File: src/design/asa_pkg.sv
// ----------------------------------------------------------------------------
// Angle sample averager package
// Shared widths, register indexes and reset values.
// ----------------------------------------------------------------------------
package asa_pkg;

  localparam int CHANNEL_COUNT_DEF = 2;
  localparam int MAX_READS_DEF     = 16;

  localparam int CFG_W     = 5;
  localparam int CFG_IDX_W = 2;
  localparam int ANGLE_W   = 12;
  localparam int OFFSET_W  = 13;
  localparam int FAIL_W    = 5;
  localparam int HIGH_W    = 4;

  localparam int S_TDATA_W = 16;
  localparam int S_TUSER_W = 3;
  localparam int M_TDATA_W = 32;
  localparam int M_TUSER_W = 2;

  localparam logic [FAIL_W-1:0] FAIL_SAT = '1;

  localparam logic [CFG_W-1:0] BASELINE_READS_RST = CFG_W'(10);
  localparam logic [CFG_W-1:0] MEASURE_READS_RST  = CFG_W'(5);
  localparam logic [CFG_W-1:0] FAILURE_LIMIT_RST  = CFG_W'(5);

  localparam logic [CFG_IDX_W-1:0] REG_BASELINE_READS = CFG_IDX_W'(0);
  localparam logic [CFG_IDX_W-1:0] REG_MEASURE_READS  = CFG_IDX_W'(1);
  localparam logic [CFG_IDX_W-1:0] REG_FAILURE_LIMIT  = CFG_IDX_W'(2);

  localparam logic KIND_BASELINE = 1'b0;
  localparam logic KIND_MEASURE  = 1'b1;

endpackage

File: src/design/asa_div.sv
// ----------------------------------------------------------------------------
// Angle sample averager divider
// Restoring divider, one quotient bit per cycle.
// ----------------------------------------------------------------------------
module asa_div #(
  parameter int SUM_W = 16,
  parameter int CNT_W = 5
) (
  input  logic             clk,
  input  logic             rst,
  input  logic             start,
  input  logic [SUM_W-1:0] dividend,
  input  logic [CNT_W-1:0] divisor,
  output logic             done,
  output logic [SUM_W-1:0] quotient
);

  localparam int STEP_W = $clog2(SUM_W + 1);

  logic              busy;
  logic [STEP_W-1:0] steps;
  logic [CNT_W-1:0]  rem;
  logic [CNT_W-1:0]  den;
  logic [CNT_W:0]    trial;
  logic [CNT_W:0]    diff;

  assign trial = {rem, quotient[SUM_W-1]};
  assign diff  = trial - {1'b0, den};

  always_ff @(posedge clk) begin
    if (rst) begin
      busy  <= 1'b0;
      done  <= 1'b0;
      steps <= '0;
    end else begin
      done <= 1'b0;
      if (start) begin
        busy     <= 1'b1;
        steps    <= STEP_W'(SUM_W);
        rem      <= '0;
        den      <= divisor;
        quotient <= dividend;
      end else if (busy) begin
        if (!diff[CNT_W]) begin
          rem      <= diff[CNT_W-1:0];
          quotient <= {quotient[SUM_W-2:0], 1'b1};
        end else begin
          rem      <= trial[CNT_W-1:0];
          quotient <= {quotient[SUM_W-2:0], 1'b0};
        end
        steps <= steps - STEP_W'(1);
        if (steps == STEP_W'(1)) begin
          busy <= 1'b0;
          done <= 1'b1;
        end
      end
    end
  end

endmodule

File: src/design/angle_sample_averager.sv
// ----------------------------------------------------------------------------
// Angle sample averager
// Two-phase read bursts per channel: discard, then average (measure: vs baseline).
// Flow: a request that ends no burst leaves the block idle; an error result
//   goes through S_EMIT to m_tvalid; an average through S_DIV, where the shared
//   divider forms one quotient bit per cycle, and then S_EMIT.
// Throughput: one request per cycle inside a burst; s_tready drops at burst end.
// Reset (rst, synchronous): idle, baselines zero, registers 10 / 5 / 5.
// ----------------------------------------------------------------------------
module angle_sample_averager #(
  parameter int CHANNEL_COUNT = asa_pkg::CHANNEL_COUNT_DEF,
  parameter int MAX_READS     = asa_pkg::MAX_READS_DEF
) (
  input  logic                           clk,
  input  logic                           rst,
  input  logic                           s_tvalid,
  output logic                           s_tready,
  input  logic [asa_pkg::S_TDATA_W-1:0]  s_tdata,   // angle_high, angle_low
  input  logic [asa_pkg::S_TUSER_W-1:0]  s_tuser,   // action, channel, read_ok
  output logic                           m_tvalid,
  input  logic                           m_tready,
  output logic [asa_pkg::M_TDATA_W-1:0]  m_tdata,   // position, offset, zero pad
  output logic [asa_pkg::M_TUSER_W-1:0]  m_tuser,   // out_channel, read_error
  input  logic                           cfg_we,
  input  logic [asa_pkg::CFG_IDX_W-1:0]  cfg_index,
  input  logic [asa_pkg::CFG_W-1:0]      cfg_data
);

  import asa_pkg::*;

  localparam int CNT_W = $clog2(MAX_READS + 1);
  localparam int SUM_W = $clog2(MAX_READS * ((1 << ANGLE_W) - 1) + 1);
  localparam int CMP_W = (CNT_W > CFG_W) ? CNT_W : CFG_W;
  localparam int IDX_W = (CHANNEL_COUNT > 1) ? $clog2(CHANNEL_COUNT) : 1;

  typedef enum logic [1:0] {S_IDLE, S_DIV, S_EMIT} state_t;

  state_t                state;
  logic [CFG_W-1:0]      baseline_reads;
  logic [CFG_W-1:0]      measure_reads;
  logic [CFG_W-1:0]      failure_limit;
  logic [ANGLE_W-1:0]    baseline_angle [CHANNEL_COUNT];
  logic [SUM_W-1:0]      sample_sum;
  logic [CNT_W-1:0]      good_reads;
  logic [FAIL_W-1:0]     failed_reads;
  logic [CNT_W-1:0]      reads_in_phase;
  logic                  averaging_phase;
  logic                  burst_active;
  logic                  burst_kind;
  logic                  burst_channel;
  logic                  res_channel;
  logic                  res_error;
  logic [ANGLE_W-1:0]    res_position;
  logic [OFFSET_W-1:0]   res_offset;

  logic                  start;
  logic                  kind_c;
  logic                  ch_c;
  logic                  ok;
  logic [ANGLE_W-1:0]    angle;
  logic [FAIL_W-1:0]     fails0;
  logic [FAIL_W-1:0]     fails1;
  logic [SUM_W-1:0]      sum0;
  logic [SUM_W-1:0]      sum1;
  logic [CNT_W-1:0]      good0;
  logic [CNT_W-1:0]      good1;
  logic [CNT_W-1:0]      rip1;
  logic                  avg0;
  logic [CFG_W-1:0]      n_raw;
  logic [CNT_W-1:0]      n_cur;
  logic                  phase_end;
  logic                  fail_hit;
  logic                  go_div;
  logic [IDX_W-1:0]      idx;
  logic                  div_start;
  logic                  div_done;
  logic [SUM_W-1:0]      div_quo;
  logic [ANGLE_W-1:0]    pos;

  assign s_tready = (state == S_IDLE);

  always_comb begin
    start  = !burst_active;
    kind_c = start ? s_tuser[0] : burst_kind;
    ch_c   = start ? s_tuser[1] : burst_channel;
    ok     = s_tuser[2];
    angle  = {s_tdata[HIGH_W-1:0], s_tdata[15:8]};
    fails0 = start ? '0 : failed_reads;
    sum0   = start ? '0 : sample_sum;
    good0  = start ? '0 : good_reads;
    avg0   = start ? 1'b0 : averaging_phase;
    rip1   = (start ? '0 : reads_in_phase) + CNT_W'(1);
    fails1 = (!ok && fails0 != FAIL_SAT) ? fails0 + FAIL_W'(1) : fails0;
    sum1   = sum0;
    good1  = good0;
    if (avg0 && ok) begin
      sum1  = sum0 + SUM_W'(angle);
      good1 = good0 + CNT_W'(1);
    end
    n_raw = (kind_c == KIND_MEASURE) ? measure_reads : baseline_reads;
    if (n_raw == '0) begin
      n_cur = CNT_W'(1);
    end else if (CMP_W'(n_raw) > CMP_W'(MAX_READS)) begin
      n_cur = CNT_W'(MAX_READS);
    end else begin
      n_cur = CNT_W'(n_raw);
    end
    phase_end = (rip1 >= n_cur);
    fail_hit  = (fails1 >= failure_limit) || (avg0 && good1 == '0);
    go_div    = phase_end && !fail_hit && avg0;
  end

  assign div_start = s_tvalid && s_tready && go_div;
  assign idx       = (CHANNEL_COUNT > 1) ? IDX_W'(burst_channel) : '0;
  assign pos       = div_quo[ANGLE_W-1:0];

  asa_div #(
    .SUM_W (SUM_W),
    .CNT_W (CNT_W)
  ) u_div (
    .clk      (clk),
    .rst      (rst),
    .start    (div_start),
    .dividend (sum1),
    .divisor  (good1),
    .done     (div_done),
    .quotient (div_quo)
  );

  always_ff @(posedge clk) begin
    if (rst) begin
      state           <= S_IDLE;
      baseline_reads  <= BASELINE_READS_RST;
      measure_reads   <= MEASURE_READS_RST;
      failure_limit   <= FAILURE_LIMIT_RST;
      for (int i = 0; i < CHANNEL_COUNT; i++) begin
        baseline_angle[i] <= '0;
      end
      sample_sum      <= '0;
      good_reads      <= '0;
      failed_reads    <= '0;
      reads_in_phase  <= '0;
      averaging_phase <= 1'b0;
      burst_active    <= 1'b0;
      burst_kind      <= 1'b0;
      burst_channel   <= 1'b0;
      m_tvalid        <= 1'b0;
    end else begin
      if (cfg_we) begin
        case (cfg_index)
          REG_BASELINE_READS: baseline_reads <= cfg_data;
          REG_MEASURE_READS:  measure_reads  <= cfg_data;
          REG_FAILURE_LIMIT:  failure_limit  <= cfg_data;
          default: ;
        endcase
      end
      if (m_tvalid && m_tready && state != S_EMIT) begin
        m_tvalid <= 1'b0;
      end
      case (state)
        S_IDLE: begin
          if (s_tvalid) begin
            burst_kind      <= kind_c;
            burst_channel   <= ch_c;
            sample_sum      <= sum1;
            good_reads      <= good1;
            failed_reads    <= fails1;
            reads_in_phase  <= rip1;
            averaging_phase <= avg0;
            burst_active    <= 1'b1;
            if (phase_end) begin
              if (fail_hit) begin
                burst_active <= 1'b0;
                res_channel  <= ch_c;
                res_error    <= 1'b1;
                res_position <= '0;
                res_offset   <= '0;
                state        <= S_EMIT;
              end else if (!avg0) begin
                averaging_phase <= 1'b1;
                reads_in_phase  <= '0;
                if (kind_c == KIND_MEASURE) begin
                  failed_reads <= '0;
                end
              end else begin
                burst_active <= 1'b0;
                res_channel  <= ch_c;
                res_error    <= 1'b0;
                state        <= S_DIV;
              end
            end
          end
        end
        S_DIV: begin
          if (div_done) begin
            res_position <= pos;
            if (burst_kind == KIND_MEASURE) begin
              res_offset <= {1'b0, pos} - {1'b0, baseline_angle[idx]};
            end else begin
              baseline_angle[idx] <= pos;
              res_offset          <= '0;
            end
            state <= S_EMIT;
          end
        end
        S_EMIT: begin
          if (!m_tvalid || m_tready) begin
            m_tvalid <= 1'b1;
            m_tdata  <= M_TDATA_W'({res_offset, res_position});
            m_tuser  <= {res_error, res_channel};
            state    <= S_IDLE;
          end
        end
        default: state <= S_IDLE;
      endcase
    end
  end

`ifndef NO_ASSERTIONS
  a_div_in_div_state: assert property (@(posedge clk) disable iff (rst)
    div_done |-> state == S_DIV)
    else $error("divider finished outside the divide state");

  a_no_burst_after_end: assert property (@(posedge clk) disable iff (rst)
    state != S_IDLE |-> !burst_active)
    else $error("burst still active while a result is pending");

  a_good_within_phase: assert property (@(posedge clk) disable iff (rst)
    burst_active |-> good_reads <= reads_in_phase)
    else $error("good read count exceeds reads in phase");

  a_phase_count_bound: assert property (@(posedge clk) disable iff (rst)
    burst_active |-> CMP_W'(reads_in_phase) < CMP_W'(MAX_READS))
    else $error("reads in phase beyond the maximum");
`endif

endmodule

File: config.mk
export PLATFORM = sky130hd
export DESIGN_NAME = angle_sample_averager
export DESIGN_NICKNAME = d
export VERILOG_FILES = /design/src/design/asa_pkg.sv /design/src/design/asa_div.sv /design/src/design/angle_sample_averager.sv
export SDC_FILE = /design/constraint.sdc
export NUM_CORES = 1
export LEC_CHECK = 0
export ABC_AREA = 1
export BUFFER_PORTS_ARGS = -buffer_cell sky130_fd_sc_hd__buf_4
export CAP_MARGIN = 10
export CORE_AREA = 2 2 105 148
export DETAILED_ROUTE_END_ITERATION = 12
export DIE_AREA = 0 0 107 150
export GPL_TIMING_DRIVEN = 0
export PLACE_DENSITY_LB_ADDON = 0.12
export SLEW_MARGIN = 5
export SYNTH_ARGS = -nofsm -noshare
export SYNTH_HDL_FRONTEND = slang
export SYNTH_SLANG_ARGS = --single-unit
File: constraint.sdc
create_clock -name clk -period 5.5 [get_ports clk]
set_input_delay 0.825 -clock clk [delete_from_list [all_inputs] [get_ports clk]]
set_output_delay 0.825 -clock clk [all_outputs]
set_load 0.005 [all_outputs]
## Word-level counts from Yosys, hierarchy flattened

Memories as Yosys holds them, arrays and structs flattened. A register that Yosys moved wholly into a read port is not among the register bits.
Index checks and enable logic that the tools add are counted.
W data, S select, Z words.

- Add/sub/neg operators: 7
- Order comparisons: 3
- Equal/unequal tests: 13
- Multiplexer cells: 72
- Bitwise logic cells: 2
- Reductions and logical operators: 34

Operators by type and width:

| cell | number |
|---|---|
| $mux W5 | 19 |
| $mux W13 | 5 |
| $mux W16 | 4 |
| $mux W12 | 5 |
| $mux W1 | 30 |
| $pmux W13 S2 | 1 |
| $pmux W12 S2 | 1 |
| $add A16 B12 Y16 | 1 |
| $add A5 B1 Y5 const B | 3 |
| $sub A12 B12 Y13 | 1 |
| $mux W2 | 6 |
| $reduce_and A2 Y1 | 6 |
| $reduce_or A12 Y1 | 1 |
| $ge A5 B5 Y1 | 2 |
| $logic_not A5 Y1 | 2 |
| $reduce_and A5 Y1 | 2 |
| $logic_and A1 B1 Y1 | 9 |
| $ne A2 B1 Y1 const B | 3 |
| $ne A2 B2 Y1 const B | 3 |
| $pmux W2 S3 | 1 |
| $reduce_and A6 Y1 | 1 |
| $reduce_bool A2 Y1 | 3 |
| $sub A6 B5 Y6 | 1 |
| $eq A5 B1 Y1 const B | 1 |
| 13 further kinds | 20 |

- Flip-flop bits (word level): 140
- Memory bits (writable): 24
- Output and inout bits: 36
- Memories kept: 1

Memories:

| name | depth | bits a word | read ports | clocked after Yosys merged registers in | wr ports | line | text |
|---|---|---|---|---|---|---|---|
| baseline_angle | 2 | 12 | 1 | 1 | 2 | angle_sample_averager.sv:42 | `logic [ANGLE_W-1:0] baseline_angle [CHANNEL_COUNT];` |

## Depth between registers and ports, before layout

Gate-level depths: netlist of run 1.

- Depth after elaboration: 12
- Gate-level depth with buffers: 21
- Gate-level depth less buffers: 20

## By module

Synthesis of run 1 repeated with hierarchy kept, for this count alone.

- Cells, all modules: 1035
- Area total of the unflattened synthesis: 8819.7 um2

By module, submodules not included:

| module | times used | cells each | area each (um2) | sequential area each (um2) |
|---|---|---|---|---|
| angle_sample_averager | 1 | 856 | 7160.6 | 3423.3 |
| asa_div | 1 | 179 | 1659.1 | 920.9 |

## Worst setup path before layout of run 1

OpenSTA, ideal clock, no wires.

- Kind: in2reg
- Start point: input rst
- End point: register m_tdata[0] (netlist name) (enable)
- Data arrival time: 3.928 ns
- Path slack: 1.093 ns
- Stages: 3
- Path through: clkbuf_1 > buf_1 > nor4_1

- Cells in the longest elaborated chain, start to end: 2

Ends and longest elaborated chain:

| element | line | text |
|---|---|---|
| from (decl) | angle_sample_averager.sv:15 | `input logic rst,` |
| $not A1 Y1 (no line) | -- |  |
| $reduce_and A3 Y1 (no line) | -- |  |
| to (signal assigned) | angle_sample_averager.sv:209 | `m_tdata <= M_TDATA_W'({res_offset, res_position});` |
| to (decl) | angle_sample_averager.sv:22 | `output logic [asa_pkg::M_TDATA_W-1:0] m_tdata,` |

No other way between the ends.
A chain may end at the register's enable or synchronous reset.

## Worst setup path in the final report of run 1

- Start point: register burst_active
- End point: register u_div.quotient[4] (enable)

- Cells in the longest elaborated chain, start to end: 12
- Elaborated cells on any way between the ends: 29
- Classes of those cells: add/sub: 3; order compare: 3; eq/ne: 1; mux: 10; reduce/logical: 12

Ends and longest elaborated chain:

| element | line | text |
|---|---|---|
| from (decl) | angle_sample_averager.sv:48 | `logic burst_active;` |
| from (signal assigned) | angle_sample_averager.sv:144 | `burst_active <= 1'b0;` |
| from (signal assigned) | angle_sample_averager.sv:170 | `burst_active <= 1'b1;` |
| from (signal assigned) | angle_sample_averager.sv:173 | `burst_active <= 1'b0;` |
| branches (longest 8 deep; another with $gt A5 B5 Y1) | -- |  |
| $logic_and A1 B1 Y1 (*) | angle_sample_averager.sv:110 | `go_div = phase_end && !fail_hit && avg0;` |
| $logic_and A1 B1 Y1 (*) | angle_sample_averager.sv:113 | `assign div_start = s_tvalid && s_tready && go_div;` |
| $reduce_bool A2 Y1 (no line) (*) | -- |  |
| $reduce_and A2 Y1 (no line) (*) | -- |  |
| to (signal assigned) | asa_div.sv:42 | `quotient <= dividend;` |
| to (signal assigned) | asa_div.sv:46 | `quotient <= {quotient[SUM_W-2:0], 1'b1};` |
| to (signal assigned) | asa_div.sv:49 | `quotient <= {quotient[SUM_W-2:0], 1'b0};` |
| to (decl) | asa_div.sv:15 | `output logic [SUM_W-1:0] quotient` |

Mark *: on every way between the ends.

==> results.yml, run 1 <==
sta:
  worst_pin_slew_ns: 0.972
  min_period_ns: 4.95
  rsz0062_at_grt: "false"
  fin_crit_sh: 0.900
  final-setup-viol-count: 0
  finalHoldViolCount: 0
  clock.fmax_mhz: 202
  finalClockSkew_ns: 0.0106
  layout_setup_ws_ns: 0.551
  maxSlewViolCount: 0
  maxSlewHeadroom: 0.350
cts:
  clock_sinks: 165
  post_cts_resized: 0
  cts-root-buf: "clkbuf_16"
  cts.clk_slew.worst_paths_ns: 0.07
  cts_tree: "built"
  numCtsBuffers: 17
  clk_latency_ns: 0.42
  htree_levels: 4
  clockBufferDepth: 2
  holdBufCountCts: 0
  cts_setup_buffers: 0
floorplanning:
  die-width_um: 107
  core_area_mm2: 0.0148
  ioPinCount: 67
  start_util: 0.585
  rows: 53
  design.die.area_mm2: 0.0161
  die_y_um: 150
cells_and_area:
  most-common-layout-cells: "218 x nand2_1, 136 x inv_1, 122 x nor2_1"
  final_cells: 1299
  final_common_cell: "nand2_1"
  antennaDiodeCount: 0
  layout-drive-gt1-share: 0.112
  finalNetCount: 1174
  syn_to_final_growth_pct: 14.7
grt:
  grt_max_degree: 26
  overflow: 0
  antenna_found_initial: 0
  track_usage: 0.249
  grt_pass1_wl_um: 31100
  grt_pass1_vias: 6738
synth:
  yosysTopAreaCellShare: 0.361
  synth_area_leaders: "edfxtp_1 36%, dfxtp_1 14%, nand2_1 9.5%, ha_1 6.5%, inv_1 5.9%"
  synth_fa_ha_area_frac: 0.0721
  ys_types: 44
  synth_area_leader_cell: "edfxtp_1"
  avgSynthCellArea_um2: 8.54
  ys_seq_area_frac: 0.502
  synth_compound_area_frac: 0.104
  ys_ff_latch: 165
  ys_warn_count: 0
  synth_xor_area_frac: 0.0152
  syn_inst: 1012
  synth_top_family_by_area: "simple AND/OR/NAND/NOR gates"
  synth-simple-area-share: 0.210
  muxShareOfSynthArea: 0.0140
  synth_area_mm2: 0.00865
hold_path:
  hold_path_end: "m_tdata[0]$_DFFE_PP_"
  min_path_cells: 0
  hold_path.startpoint: "res_position[0]$_SDFFCE_PN0P_"
  hold_class: "flop to flop"
detailed_routing:
  num_vias: 6863
  viasPerCell: 5.28
  drtAntennaViolNets: 0
  routed_wirelength_um: 18900
  first_pass_iters: 7
  routedWlPerCell_um: 14.5
  drc_errors: 0
  drt_iter0_markers: 367
job:
  max_cap_viol_count: 0
worst_setup_path:
  cp-end-kind: "flop"
  path_max_fanout: 21
  setup.worst_path.start_class: "flop"
  r2r_setup_slack_ns: 0.55
  r2r_start: "burst_active$_SDFFE_PP0P_"
  reg2regPathDepth: 16
  worst_ep_required_time_ns: 5.55
  crit_type: "flop to flop"
  rr_endpoint: "u_div.quotient[4]$_DFFE_PP_"
  arrival_ns: 4.99
place:
  post-place-ws_ns: 0.590
  place_inst: 1268
  port_buffers: 55
  routabilityCongestion: 0.927
  dp_hpwl_um: 14300
pwr:
  power_per_cell_area_mw_per_mm2: 283
  p_leak_nw: 4.52
  p_total_mw: 2.80
  ir_worst_vdd_uv: 200
run_status:
  status: "complete, no violations"
## through the flow
stage	instance area [µm²]	util	hold WS [ns]	setup TNS, ns
floorplan	8670	-	0.400	0
CTS	9920	0.671	0.421	0
detailed placement	9350	0.632	0.406	0
global route	9920	0.671	0.424	0
global placement	9320	0.630	0.400	-6.84
finish	9920	0.671	0.420	0
## cells in the mapped netlist, drive strengths merged
master	n
a21boi	1
a21o	1
a21oi	60
a31oi	4
and2	1
buf	20
clkbuf	17
conb	1
dfxtp	61
edfxtp	104
fa	3
ha	45
inv	137
mux2	1
mux2i	11
nand2	220
nand3	46
nand3b	2
nand4	14
nor2	124
nor3	7
nor4	3
o211ai	2
o21a	4
o21ai	86
o21bai	8
o22ai	2
o31ai	1
or2	10
or3	1
xnor2	6
xor2	9
## worst max-delay path: stages, from the launching register on
cell	delay, ns
dfxtp_1	0.47
buf_4	0.24
buf_2	0.24
buf_1	0.48
nand2_1	0.15
inv_1	0.12
ha_1	0.19
nand4_1	0.12
xor2_1	0.19
ha_1	0.34
nand2_1	0.09
or3_1	0.36
nand3_1	0.27
nand4_4	0.19
nor2_8	0.23
nand2_1	0.15
nand2_1	0.74
## how the worst max path moves through the flow
stage | start | endpoint | slack (ns)
final | burst_active$_SDFFE_PP0P_ | u_div.quotient[4]$_DFFE_PP_ | 0.55
after global routing | burst_active$_SDFFE_PP0P_ | u_div.quotient[15]$_DFFE_PP_ | 0.1
after CTS | burst_active$_SDFFE_PP0P_ | u_div.quotient[4]$_DFFE_PP_ | 0.52
after detailed placement | burst_active$_SDFFE_PP0P_ | u_div.quotient[7]$_DFFE_PP_ | 0.59
after global placement | rst | m_tdata[6]$_DFFE_PP_ | -0.26
after floorplan | rst | m_tdata[0]$_DFFE_PP_ | 1.09
## registers in the layout (all words and copies together), names as in the netlist, 5 cells and up, named ones only
register        flops
m_tdata            25
res_offset         13
u_div.quotient     16
u_div.rem           5
failure_limit       5
measure_reads       5
sample_sum         16
res_position       12
u_div.steps         5
baseline_reads      5
reads_in_phase      5
failed_reads        5
good_reads          5
baseline_angle     24
u_div.den           5
## layer usage
layer	vias up	wire length, µm	GRT usage
met5	-	0	0
met4	0	610	0.107
met3	56	897	0.0370
met2	211	10100	0.473
met1	3094	7260	0.271
li1	3502	-	-
## cell families (layout without fill, tap and decap cells)
group           count (synthesis)  count (layout)
simple gates                  428             428
buf+inv                       174             263
compound gates                169             169
flops                         165             165
fa+ha+maj                      48              48
xor+xnor                       15              15
mux                            12              12
other cells                     1               7
## cell type report
class                      count  area (µm²)
sequential                   165        4340
buffer                        37         199
clock buffer                  17         425
clock inverter                14         141
multi-input combinational    679        3620
inverter                     137         514
timing repair buffer          58         435
fill                        1272        4870
tap                          192         240
## report_power, final
part           switching [mW]  internal [mW]
Combinational           0.193          0.104
Sequential             0.0180           1.34
Clock                   0.513          0.634
Total                   0.724           2.08
Power figures use the tool's default switching activity.
==> inputs of run 2 (changes only) <==
--- a/config.mk
+++ b/config.mk
@@ -6,11 +6,11 @@
 export NUM_CORES = 1
 export LEC_CHECK = 0
 export ABC_AREA = 1
-export BUFFER_PORTS_ARGS = -buffer_cell sky130_fd_sc_hd__buf_4
 export CAP_MARGIN = 10
 export CORE_AREA = 2 2 105 148
 export DETAILED_ROUTE_END_ITERATION = 12
 export DIE_AREA = 0 0 107 150
+export DONT_BUFFER_PORTS = 1
 export GPL_TIMING_DRIVEN = 0
 export PLACE_DENSITY_LB_ADDON = 0.12
 export SLEW_MARGIN = 5
==> constraint.sdc (replaced) <==
create_clock -name clk -period 4.7 [get_ports clk]
set_input_delay 0.705 -clock clk [delete_from_list [all_inputs] [get_ports clk]]
set_output_delay 0.705 -clock clk [all_outputs]
set_load 0.005 [all_outputs]
==> run 2 against run 1 <==
Compared with the run above:
- first-iteration DRC count is the same
- count of clock-buffer cells in the layout grew 1
- routed wire length grew 4.1%
- global-route usage grew 1.2 points
- fmax grew 15%
- cell area shrank 3.4%
- largest power group unchanged
==> results.yml, run 2 (same netlist as run 1, synthesis figures left out) <==
run_status:
  status: "complete, no violations"
pwr:
  ir_worst_vdd_uv: 321
  p_leak_nw: 4.28
  power_per_cell_area_mw_per_mm2: 347
sta:
  holdWs_ns: 0.393
  clock.fmax_mhz: 233
  min_period_ns: 4.29
  layout_setup_ws_ns: 0.412
  fin_tns_setup_ns: 0
  maxSlewHeadroom: 0.457
  fin_crit_sh: 0.912
  worst_pin_slew_ns: 0.814
  rsz0062_at_grt: "false"
  finalHoldViolCount: 0
  maxSlewViolCount: 0
  finalClockSkew_ns: 0.0122
  final-setup-viol-count: 0
floorplanning:
  rows: 53
  die-width_um: 107
  ioPinCount: 67
  start_util: 0.585
  die_y_um: 150
  design.die.area_mm2: 0.0161
  core_area_mm2: 0.0148
cts:
  numCtsBuffers: 17
  cts-root-buf: "clkbuf_16"
  cts.clk_slew.worst_paths_ns: 0.07
  clockBufferDepth: 2
  htree_levels: 4
  cts_tree: "built"
  clock_sinks: 165
  clk_latency_ns: 0.43
  holdBufCountCts: 0
place:
  post-place-ws_ns: -0.219
  routabilityCongestion: 0.906
  port_buffers: 0
  postPlaceCellArea_mm2: 0.00894
  dp_hpwl_um: 14500
grt:
  overflow: 0
  grt_pass1_vias: 6663
  antenna_found_initial: 0
  track_usage: 0.261
  grt_max_degree: 26
  grt_pass1_wl_um: 32200
cells_and_area:
  largest_reg_flops: 25
  final_common_cell: "nand2_1"
  final_cell_area_mm2: 0.00958
  finalNetCount: 1123
  reg_top3: "m_tdata (25), baseline_angle (24)"
  regMostFlops: "m_tdata"
  most-common-layout-cells: "217 x nand2_1, 135 x inv_1, 122 x nor2_1"
  antennaDiodeCount: 0
  layout-drive-gt1-share: 0.0719
  syn_to_final_growth_pct: 10.8
hold_path:
  hold_path.startpoint: "cfg_data[0]"
  hold_path_end: "measure_reads[0]$_SDFFE_PP1P_"
  min_path_cells: 2
  hold_class: "input pin to flop"
worst_setup_path:
  arrival_ns: 4.38
  r2r_setup_slack_ns: 0.41
  reg2regPathDepth: 16
  path_max_fanout: 21
  crit_type: "flop to flop"
  r2r_start: "burst_active$_SDFFE_PP0P_"
  slowest_delay_ns: 0.47
  path_cells: "buf_4 -> buf_2 -> clkbuf_2 -> nand2_1 -> inv_1 -> ha_1 -> nand4_1 -> xor2_1 -> ha_1 -> nand2_1 -> or3_1 -> nand3_1 -> nand4_4 -> nor2_8 -> nand2_1 -> nand2_4"
  slowest_stage: "dfxtp_1"
  setup.worst_path.start_class: "flop"
  cp-end-kind: "flop"
  worst_ep_required_time_ns: 4.79
  rr_endpoint: "u_div.quotient[8]$_DFFE_PP_"
  cpMostUsedCell: "nand2_1"
detailed_routing:
  viasPerCell: 5.40
  first_pass_iters: 5
  routedWlPerCell_um: 15.7
  drc_errors: 0
  num_vias: 6743
  drtAntennaViolNets: 0
  drt_iter0_markers: 367
  routed_wirelength_um: 19600
job:
  max_cap_viol_count: 0
run 2: through the flow:
stage	total power, mW	utilization	cells
2_1_floorplan	1.86	-	1018
5_1_grt	3.44	0.648	1249
3_5_place_dp	1.94	0.604	1213
6_report	3.32	0.648	1249
4_1_cts	3.32	0.644	1245
3_3_place_gp	1.93	0.602	1210
run 2: final cells by class:
class,instances,area [µm²]
plain buffers,37,200
clock buffers,18,429
clock inverters,14,161
fillers,1245,5210
inverters,137,518
multi-input cells,679,3630
flip-flops and latches,165,4340
well taps,192,240
repair buffers,6,45.0
repair inverters,1,7.51
run 2: worst max path at each step:
| stage | start | slack, ns | to |
|---|---|---|---|
| detailed placement | burst_active$_SDFFE_PP0P_ | -0.22 | u_div.quotient[6]$_DFFE_PP_ |
| global placement | rst | -0.80 | m_tdata[6]$_DFFE_PP_ |
| global route | burst_active$_SDFFE_PP0P_ | 0.02 | res_offset[4]$_SDFFCE_PN0P_ |
| CTS | burst_active$_SDFFE_PP0P_ | 0.02 | u_div.quotient[8]$_DFFE_PP_ |
| finish | burst_active$_SDFFE_PP0P_ | 0.41 | u_div.quotient[8]$_DFFE_PP_ |
| floorplan | rst | 0.41 | m_tdata[0]$_DFFE_PP_ |
run 2: report_power, final:
part	internal (mW)	switching [mW]	leakage, nW	total (mW)
sequential	1.57	0.0216	1.44	1.59
combinational	0.108	0.221	2.56	0.329
clock	0.798	0.603	0.287	1.40
run 2: worst max-delay path: cells and delay by family (launching register included):
family | cells | cell delay, ns
xor+xnor | 1 | 0.20
fa+ha+maj | 2 | 0.55
buf+inv | 4 | 0.92
flops | 1 | 0.47
simple gates | 9 | 1.80
run 2: metal layers:
layer  part of all wire  vias to the layer above  track usage  wire length (µm)
li1                   -                     3392            -                 -
met1               0.39                     3133        0.281              7580
met2               0.54                      173        0.489             10500
met3              0.046                       45       0.0540               903
met4              0.031                        0        0.110               605
met5                  0                        -            0                 0
run 2: repair_timing:
| action | in CTS | in global routing |
|---|---|---|
| setup buffers | 0 | 3 |
| endpoints found under the setup margin | 21 | 46 |
| gates resized for setup | 1 | 5 |
| hold endpoints to repair | 0 | 0 |
| gates cloned | 0 | 1 |
| pin swaps | 0 | 0 |
